<file path="src/rtl/core/lrf_pkg.sv">
// ----------------------------------------------------------------------------
// lrf_pkg: shared types and constants for the line receive FIFO
// Command and result codes, and the controller/datapath request and status
// structs.
// ----------------------------------------------------------------------------
`default_nettype none

package lrf_pkg;

  // Default ring depth (one slot stays free)
  localparam int LRF_DEPTH = 64;

  // Field widths fixed by the interface
  localparam int CMD_W    = 3;
  localparam int BYTE_W   = 8;
  localparam int CNT_W    = 7;
  localparam int STATUS_W = 2;

  // Command codes
  localparam logic [CMD_W-1:0] CMD_PUSH  = 3'd0;
  localparam logic [CMD_W-1:0] CMD_POP   = 3'd1;
  localparam logic [CMD_W-1:0] CMD_POPN  = 3'd2;
  localparam logic [CMD_W-1:0] CMD_LINE  = 3'd3;
  localparam logic [CMD_W-1:0] CMD_FLUSH = 3'd4;

  // Result status codes
  localparam logic [STATUS_W-1:0] ST_OK       = 2'd0;
  localparam logic [STATUS_W-1:0] ST_FULL     = 2'd1;
  localparam logic [STATUS_W-1:0] ST_EMPTY    = 2'd2;
  localparam logic [STATUS_W-1:0] ST_TOO_LONG = 2'd3;

  // Newline character
  localparam logic [BYTE_W-1:0] NEWLINE = 8'h0A;

  // Source of the byte total when a multi-byte read starts
  localparam logic [1:0] TOT_ONE  = 2'd0;
  localparam logic [1:0] TOT_TAKE = 2'd1;
  localparam logic [1:0] TOT_LINE = 2'd2;

  // Requests from the controller to the datapath
  typedef struct packed {
    logic                push;
    logic                flush;
    logic                ld_single;
    logic [STATUS_W-1:0] res_status;
    logic                res_ne;
    logic                start_emit;
    logic [1:0]          tot_sel;
    logic                start_scan;
    logic                scan_step;
    logic                emit_byte;
  } lrf_cmd_t;

  // Status from the datapath to the controller
  typedef struct packed {
    logic empty;
    logic full;
    logic limit_zero;
    logic scan_end;
    logic too_long;
    logic newline;
    logic emit_last;
    logic out_free;
  } lrf_stat_t;

endpackage

`default_nettype wire

</file>
<file path="src/rtl/core/lrf_ctrl.sv">
// ----------------------------------------------------------------------------
// lrf_ctrl: command sequencer for the line receive FIFO
// Decodes each accepted command and steps the datapath through line scans
// and byte-by-byte reads.
// ----------------------------------------------------------------------------
`default_nettype none

module lrf_ctrl (
  input  wire                         clk,
  input  wire                         rst,
  input  wire                         s_tvalid,
  input  wire  [lrf_pkg::CMD_W-1:0]   command,
  output logic                        s_tready,
  input  wire  lrf_pkg::lrf_stat_t    stat,
  output lrf_pkg::lrf_cmd_t           cmd
);
  import lrf_pkg::*;

  localparam logic [1:0] S_IDLE = 2'd0;
  localparam logic [1:0] S_SCAN = 2'd1;
  localparam logic [1:0] S_EMIT = 2'd2;
  localparam logic [1:0] S_FAIL = 2'd3;

  logic [1:0]          state;
  logic [1:0]          state_next;
  logic [STATUS_W-1:0] fail_code;
  logic [STATUS_W-1:0] fail_code_next;
  logic                take;

  // Accept a request only out of reset, when idle and the result register can load
  assign s_tready = !rst && (state == S_IDLE) && stat.out_free;
  assign take     = s_tvalid && s_tready;

  // Decode state and command into datapath requests
  always_comb begin
    cmd            = '0;
    state_next     = state;
    fail_code_next = fail_code;
    case (state)
      S_IDLE: begin
        if (take) begin
          case (command)
            CMD_PUSH: begin
              cmd.push       = 1'b1;
              cmd.ld_single  = 1'b1;
              cmd.res_status = stat.full ? ST_FULL : ST_OK;
              cmd.res_ne     = 1'b1;
            end
            CMD_POP: begin
              if (stat.empty) begin
                cmd.ld_single  = 1'b1;
                cmd.res_status = ST_EMPTY;
              end else begin
                cmd.start_emit = 1'b1;
                cmd.tot_sel    = TOT_ONE;
                state_next     = S_EMIT;
              end
            end
            CMD_POPN: begin
              if (stat.limit_zero) begin
                cmd.ld_single  = 1'b1;
                cmd.res_status = ST_OK;
                cmd.res_ne     = !stat.empty;
              end else if (stat.empty) begin
                cmd.ld_single  = 1'b1;
                cmd.res_status = ST_EMPTY;
              end else begin
                cmd.start_emit = 1'b1;
                cmd.tot_sel    = TOT_TAKE;
                state_next     = S_EMIT;
              end
            end
            CMD_LINE: begin
              if (stat.limit_zero || stat.empty) begin
                cmd.ld_single  = 1'b1;
                cmd.res_status = ST_EMPTY;
                cmd.res_ne     = !stat.empty;
              end else begin
                cmd.start_scan = 1'b1;
                state_next     = S_SCAN;
              end
            end
            CMD_FLUSH: begin
              cmd.flush      = 1'b1;
              cmd.ld_single  = 1'b1;
              cmd.res_status = ST_OK;
            end
            default: begin
              cmd.ld_single  = 1'b1;
              cmd.res_status = ST_OK;
              cmd.res_ne     = !stat.empty;
            end
          endcase
        end
      end
      // Walk one stored byte a cycle looking for the newline
      S_SCAN: begin
        if (stat.scan_end) begin
          fail_code_next = ST_EMPTY;
          state_next     = S_FAIL;
        end else if (stat.too_long) begin
          fail_code_next = ST_TOO_LONG;
          state_next     = S_FAIL;
        end else if (stat.newline) begin
          cmd.start_emit = 1'b1;
          cmd.tot_sel    = TOT_LINE;
          state_next     = S_EMIT;
        end else begin
          cmd.scan_step = 1'b1;
        end
      end
      // Deliver one byte whenever the result register frees up
      S_EMIT: begin
        if (stat.out_free) begin
          cmd.emit_byte = 1'b1;
          if (stat.emit_last) begin
            state_next = S_IDLE;
          end
        end
      end
      // Report a failed line read without consuming anything
      S_FAIL: begin
        if (stat.out_free) begin
          cmd.ld_single  = 1'b1;
          cmd.res_status = fail_code;
          cmd.res_ne     = !stat.empty;
          state_next     = S_IDLE;
        end
      end
      default: begin
        state_next = S_IDLE;
      end
    endcase
  end

  // State register
  always_ff @(posedge clk) begin
    if (rst) begin
      state     <= S_IDLE;
      fail_code <= ST_OK;
    end else begin
      state     <= state_next;
      fail_code <= fail_code_next;
    end
  end

endmodule

`default_nettype wire

</file>
<file path="src/rtl/core/lrf_dp.sv">
// ----------------------------------------------------------------------------
// lrf_dp: datapath of the line receive FIFO
// Byte ring memory with registered read, read/write/scan pointers, byte
// counters and the result register.
// ----------------------------------------------------------------------------
`default_nettype none

module lrf_dp #(
  parameter int DEPTH = lrf_pkg::LRF_DEPTH
) (
  input  wire                           clk,
  input  wire                           rst,
  input  wire  [lrf_pkg::BYTE_W-1:0]    rx_byte,
  input  wire  [lrf_pkg::CNT_W-1:0]     max_length,
  input  wire  lrf_pkg::lrf_cmd_t       cmd,
  output lrf_pkg::lrf_stat_t            stat,
  output logic                          m_tvalid,
  input  wire                           m_tready,
  output logic [lrf_pkg::BYTE_W-1:0]    data_byte,
  output logic                          has_byte,
  output logic [lrf_pkg::CNT_W-1:0]     byte_count,
  output logic [lrf_pkg::STATUS_W-1:0]  status,
  output logic                          not_empty,
  output logic                          last
);
  import lrf_pkg::*;

  localparam int PTR_W = (DEPTH > 1) ? $clog2(DEPTH) : 1;
  localparam logic [PTR_W-1:0] PTR_TOP = PTR_W'(DEPTH - 1);
  localparam logic [CNT_W-1:0] DEPTH_C = CNT_W'(DEPTH);

  logic [BYTE_W-1:0] mem [DEPTH];
  logic [BYTE_W-1:0] rd_data;
  logic [PTR_W-1:0]  rd_addr;

  logic [PTR_W-1:0]  wp;
  logic [PTR_W-1:0]  rp;
  logic [PTR_W-1:0]  sp;
  logic [PTR_W-1:0]  wp_inc;
  logic [PTR_W-1:0]  rp_inc;
  logic [PTR_W-1:0]  sp_inc;

  logic [CNT_W-1:0]  cnt;
  logic [CNT_W-1:0]  cnt_inc;
  logic [CNT_W-1:0]  total;
  logic [CNT_W-1:0]  total_next;
  logic [CNT_W-1:0]  limit;
  logic [CNT_W-1:0]  limit_sat;
  logic [CNT_W-1:0]  avail;
  logic [CNT_W-1:0]  take;
  logic              final_ne;
  logic              full;

  // Advance pointers with wrap at the ring top
  assign wp_inc  = (wp == PTR_TOP) ? '0 : wp + 1'b1;
  assign rp_inc  = (rp == PTR_TOP) ? '0 : rp + 1'b1;
  assign sp_inc  = (sp == PTR_TOP) ? '0 : sp + 1'b1;
  assign cnt_inc = cnt + 1'b1;

  // Fill level and length limit
  assign full      = (wp_inc == rp);
  assign avail     = CNT_W'(wp) - CNT_W'(rp) + ((wp < rp) ? DEPTH_C : '0);
  assign limit_sat = (max_length > DEPTH_C) ? DEPTH_C : max_length;
  assign take      = (limit_sat < avail) ? limit_sat : avail;

  // Byte total for the read that starts now
  always_comb begin
    case (cmd.tot_sel)
      TOT_ONE:  total_next = CNT_W'(1);
      TOT_TAKE: total_next = take;
      TOT_LINE: total_next = cnt_inc;
      default:  total_next = CNT_W'(1);
    endcase
  end

  // Status towards the controller
  always_comb begin
    stat.empty      = (wp == rp);
    stat.full       = full;
    stat.limit_zero = (max_length == '0);
    stat.scan_end   = (cnt == avail);
    stat.too_long   = (cnt_inc >= limit);
    stat.newline    = (rd_data == NEWLINE);
    stat.emit_last  = (cnt_inc == total);
    stat.out_free   = !m_tvalid || m_tready;
  end

  // Read ahead of the byte that the next cycle needs
  assign rd_addr = cmd.emit_byte ? rp_inc : (cmd.scan_step ? sp_inc : rp);

  // Byte store: one write and one registered read a cycle
  always_ff @(posedge clk) begin
    if (cmd.push && !full) begin
      mem[wp] <= rx_byte;
    end
    rd_data <= mem[rd_addr];
  end

  // Ring pointers and result valid
  always_ff @(posedge clk) begin
    if (rst) begin
      wp       <= '0;
      rp       <= '0;
      m_tvalid <= 1'b0;
    end else begin
      if (cmd.flush) begin
        wp <= '0;
        rp <= '0;
      end
      if (cmd.push && !full) begin
        wp <= wp_inc;
      end
      if (cmd.emit_byte) begin
        rp <= rp_inc;
      end
      if (cmd.ld_single || cmd.emit_byte) begin
        m_tvalid <= 1'b1;
      end else if (m_tready) begin
        m_tvalid <= 1'b0;
      end
    end
  end

  // Scan pointer, counters and result payload
  always_ff @(posedge clk) begin
    if (cmd.start_scan) begin
      sp    <= rp;
      cnt   <= '0;
      limit <= limit_sat;
    end else if (cmd.scan_step) begin
      sp  <= sp_inc;
      cnt <= cnt_inc;
    end else if (cmd.start_emit) begin
      cnt      <= '0;
      total    <= total_next;
      final_ne <= (total_next != avail);
    end else if (cmd.emit_byte) begin
      cnt <= cnt_inc;
    end

    if (cmd.ld_single) begin
      data_byte  <= '0;
      has_byte   <= 1'b0;
      byte_count <= '0;
      status     <= cmd.res_status;
      not_empty  <= cmd.res_ne;
      last       <= 1'b1;
    end else if (cmd.emit_byte) begin
      data_byte  <= rd_data;
      has_byte   <= 1'b1;
      byte_count <= stat.emit_last ? total : '0;
      status     <= ST_OK;
      not_empty  <= final_ne;
      last       <= stat.emit_last;
    end
  end

endmodule

`default_nettype wire

</file>
<file path="src/rtl/core/line_receive_fifo.sv">
// Single-result commands (push, pop on empty, flush, ...): result registered in
//   the cycle after the request is taken; a new request each cycle while the
//   result is taken. Pop and pop-up-to: the emit state loads the first byte from
//   the registered read port of the store, then one byte a cycle while taken.
// Read line: one byte scanned a cycle, then the line at one byte a cycle while
//   taken, or a fail-state refusal. Reset clears wp and rp; store undefined.
// ----------------------------------------------------------------------------
// line_receive_fifo: receive byte ring buffer with line read
// Stores received bytes, keeps one slot free, and serves single pops, bounded
// pops and newline-terminated line reads as streams of result bytes.
// ----------------------------------------------------------------------------
`default_nettype none

module line_receive_fifo #(
  parameter int DEPTH = lrf_pkg::LRF_DEPTH
) (
  input  wire         clk,
  input  wire         rst,
  input  wire         s_tvalid,
  output logic        s_tready,
  input  wire  [15:0] s_tdata,   // rx_byte[7:0], max_length[14:8], zero[15]
  input  wire  [2:0]  s_tuser,   // command[2:0]
  output logic        m_tvalid,
  input  wire         m_tready,
  output logic [23:0] m_tdata,   // data_byte[7:0], byte_count[14:8],
                                 // status[16:15], not_empty[17], zero[23:18]
  output logic        m_tuser,   // has_byte
  output logic        m_tlast
);
  import lrf_pkg::*;

  lrf_cmd_t            cmd;
  lrf_stat_t           stat;
  logic [BYTE_W-1:0]   data_byte;
  logic [CNT_W-1:0]    byte_count;
  logic [STATUS_W-1:0] status;
  logic                not_empty;

  // Sequencer
  lrf_ctrl u_ctrl (
    .clk      (clk),
    .rst      (rst),
    .s_tvalid (s_tvalid),
    .command  (s_tuser),
    .s_tready (s_tready),
    .stat     (stat),
    .cmd      (cmd)
  );

  // Store, pointers and result register
  lrf_dp #(
    .DEPTH (DEPTH)
  ) u_dp (
    .clk        (clk),
    .rst        (rst),
    .rx_byte    (s_tdata[7:0]),
    .max_length (s_tdata[14:8]),
    .cmd        (cmd),
    .stat       (stat),
    .m_tvalid   (m_tvalid),
    .m_tready   (m_tready),
    .data_byte  (data_byte),
    .has_byte   (m_tuser),
    .byte_count (byte_count),
    .status     (status),
    .not_empty  (not_empty),
    .last       (m_tlast)
  );

  // Pack the result fields
  assign m_tdata = {6'd0, not_empty, status, byte_count, data_byte};

endmodule

`default_nettype wire

</file>
<file path="config.mk">
export PLATFORM = sky130hd
export DESIGN_NAME = line_receive_fifo
export DESIGN_NICKNAME = d
export VERILOG_FILES = /design/src/rtl/core/lrf_pkg.sv /design/src/rtl/core/lrf_ctrl.sv /design/src/rtl/core/lrf_dp.sv /design/src/rtl/core/line_receive_fifo.sv
export SDC_FILE = /design/constraint.sdc
export NUM_CORES = 1
export LEC_CHECK = 0
export BUFFER_PORTS_ARGS = -buffer_cell sky130_fd_sc_hd__buf_4
export CORE_UTILIZATION = 30
export DETAILED_ROUTE_END_ITERATION = 8
export SLEW_MARGIN = 0
export SYNTH_ARGS = -nofsm -noshare
export SYNTH_HDL_FRONTEND = slang
export SYNTH_SLANG_ARGS = --single-unit
</file>
<file path="constraint.sdc">
create_clock -name clk -period 7.7 [get_ports clk]
set_input_delay 2.31 -clock clk [delete_from_list [all_inputs] [get_ports clk]]
set_output_delay 2.31 -clock clk [all_outputs]
set_load 0.01 [all_outputs]
</file>
==> flow_summary.ini <==
[outcome]
status = finished, final reports clean

[timing]
worst_slew_pin_slew_ns = 1.16
hold_violations = 0
holdWs_ns = 0.472
maxSlewViolCount = 0
fmax_ghz = 0.168
setup-tns-final_ns = 0
setup_violations = 0
slew_headroom = 0.220
setup_ws_ns = 1.76
fin_crit_ns = 5.94
fin_crit_sh = 0.772
rsz0062_at_grt = no
finalClockSkew_ns = 0.0232

[yosys]
synth_edf_count = 536
synthCells = 2039
async_reset_ff_frac = 0
synth.avg_cell_area_um2 = 12.9
yosysSeqAreaShare = 0.650
synth_area_um2 = 26300
synth_ff_type = edfxtp_1
ys_types = 88
ys_seq_elements = 585
yosys_warnings = 0

[final_layout]
mostFrequentLayoutCells = 536 x edfxtp_1, 174 x and3_1, 155 x nand2_1
area_growth_pct = 12.6
postLayoutCellArea_um2 = 29600
antenna_cells = 0
regArea_um2 = 17100
final.fill_count = 8486
multiInputGateArea_um2 = 8340
nets = 2074
final_util = 0.341
final_common_cell = edfxtp_1
drive_above_1_share = 0.0944

[floorplanning]
ioPinCount = 51
die-area_um2 = 88800
rows = 108
dieWidth_um = 298
die_h_um = 298
coreArea_um2 = 86800
initial_core_util = 0.303

[clock_network]
hold_buffers = 0
numCtsBuffers = 67
cts_resized = 0
post_cts_buffers = 0
h-tree-depth = 3
cts_sinks = 585
clk_pin_slew_ns = 0.06
clk_path_buf_depth = 3
root_buffer = clkbuf_16
cts_tree = yes
clock_latency_ns = 0.62

[detailed_routing]
num_vias = 17000
totalWireLength_um = 68100
wire_per_inst_um = 21.2
drtPass1Iterations = 8
via_per_inst = 5.29
antenna_left = 0
drt_iter0_markers = 1881
drc = 0

[min_path]
holdCritPathClass = flop to flop

[critical_path]
cp_slowest_cell = nor4_1
criticalPathCategory = flop to flop
path_delay_family = compound AO/OA/AOI/OAI gates
endpoint_kind = flop
cp_cell_sequence = ha_1 -> nand3_1 -> xnor2_1 -> ha_1 -> and3_1 -> a221oi_1 -> o211ai_1 -> a21oi_2 -> o22a_4 -> buf_12 -> a21boi_0 -> o211ai_1 -> a41oi_1 -> nor4_1 -> nand4_1
arrival_ns = 6.39
slowest_delay_ns = 0.75
cp_num_buf_inv = 1
crit_fanout = 94
crit_required_ns = 8.14
worst_setup_path_start_kind = flop

[job]
drv_cap = 0

[pwr]
vdd_drop_max_uv = 190
power_density_nw_per_um2 = 237
leakagePower_nw = 9.80

[placed_design]
numPortBuffers = 43
gp_congestion = 0.879
dpl_worst_slack_ns = 1.25
dp_hpwl_um = 41800
placed_area_um2 = 27600

[global_route]
antenna_found_initial = 0
grt_first_pass_wirelength_um = 103000
overflow = 0
grt_pass1_vias = 16700
grt_use_total = 0.150
grt_max_degree = 95
state kept, by name (all words and copies together) (netlist names):
register	count
u_dp.byte_count	7
u_dp.limit	7
u_dp.m_tvalid	1
u_dp.wp	6
u_dp.final_ne	1
u_dp.rp	6
u_dp.total	7
u_dp.not_empty	1
u_dp.sp	6
u_dp.data_byte	8
u_ctrl.state	2
u_dp.status	2
u_dp.has_byte	1
u_dp.rd_data	8
u_dp.mem	512
u_ctrl.fail_code	2
u_dp.last	1
u_dp.cnt	7
per-layer routing:
| layer | share of wire | track usage | wire length, um |
|---|---|---|---|
| met1 | 0.44 | 0.207 | 29800 |
| met2 | 0.46 | 0.239 | 31500 |
| met3 | 0.075 | 0.0289 | 5080 |
| met4 | 0.026 | 0.0471 | 1800 |
| met5 | 0 | 0 | 0 |
path summary, 6_finish.rpt:
path                startpoint                 to  slack [ns]  cells after the start
max                u_dp.cnt[0]    u_dp.rd_data[7]        1.76                     15
min reg2reg  u_dp.data_byte[0]  u_dp.data_byte[0]        0.47                      2
min          u_dp.data_byte[0]  u_dp.data_byte[0]        0.47                      2
max reg2reg        u_dp.cnt[0]    u_dp.rd_data[7]        1.76                     15
where the power goes:
| part | total [mW] | internal, mW | switching [mW] |
|---|---|---|---|
| clock | 3.00 | 1.72 | 1.28 |
| sequential | 3.53 | 3.49 | 0.0402 |
| combinational | 0.479 | 0.164 | 0.315 |
| total | 7.01 | 5.37 | 1.64 |
cells by family after synthesis:
group                    count (synthesis)  share of synthesized area
other                                    2                   0.000286
AO/OA/AOI/OAI                          531                      0.150
buffers and inverters                  198                     0.0356
multiplexers                            44                     0.0168
flip-flops                             585                      0.650
AND/OR/NAND/NOR                        618                      0.121
adder cells (fa/ha/maj)                 31                     0.0150
XOR/XNOR                                30                     0.0114
worst min-delay path, delay by kind of cell (launching register included):
kind               cells  cell delay [ns]
AOI/OAI and AO/OA      1             0.05
and+or+nand+nor        1             0.05
DFF                    1             0.31
cells in the mapped netlist, types with 5 or more instances:
master | n | share of area
o31ai_1 | 5 | 0.0014
buf_6 | 11 | 0.0047
a21oi_1 | 50 | 0.0095
a21boi_0 | 107 | 0.031
nor2_1 | 114 | 0.016
or2_2 | 5 | 0.0012
nor3_1 | 15 | 0.0029
nand2_1 | 156 | 0.022
nand3_1 | 56 | 0.011
a41oi_1 | 32 | 0.011
buf_2 | 41 | 0.0078
a21o_1 | 9 | 0.0026
a311o_1 | 9 | 0.0034
a31oi_1 | 17 | 0.0040
a211oi_2 | 8 | 0.0038
a22o_1 | 7 | 0.0023
ha_1 | 30 | 0.014
o211ai_2 | 6 | 0.0029
xnor2_1 | 20 | 0.0067
a211oi_1 | 58 | 0.017
buf_1 | 6 | 0.00086
xor2_1 | 7 | 0.0023
or3_1 | 6 | 0.0014
o211ai_1 | 98 | 0.028
dfxtp_1 | 49 | 0.037
clkbuf_1 | 88 | 0.013
o21ai_0 | 37 | 0.0070
nor4_1 | 21 | 0.0050
edfxtp_1 | 536 | 0.61
nand4_1 | 14 | 0.0033
nor2b_1 | 7 | 0.0017
inv_1 | 35 | 0.0050
o311ai_0 | 7 | 0.0023
o22ai_1 | 19 | 0.0045
mux2i_1 | 44 | 0.017
buf_4 | 15 | 0.0043
a32oi_1 | 10 | 0.0033
or4_1 | 5 | 0.0014
a22oi_1 | 12 | 0.0034
nand2b_1 | 17 | 0.0040
and3_1 | 174 | 0.041
area by class of cell:
cell class | instances | share of cell area
flip-flops and latches | 585 | 0.577
multi-input cells | 1261 | 0.282
clock buffers | 84 | 0.0588
well taps | 1155 | 0.0488
repair buffers | 70 | 0.0194
clock inverters | 30 | 0.00981
inverters | 35 | 0.00444
through the flow:
stage               std cells  power, mW
floorplan                2044       3.89
global placement         3106       4.06
detailed placement       3106       4.07
CTS                      3220       7.06
global route             3220       7.22
finish                   3220       7.01
Power figures use the tool's default switching activity.
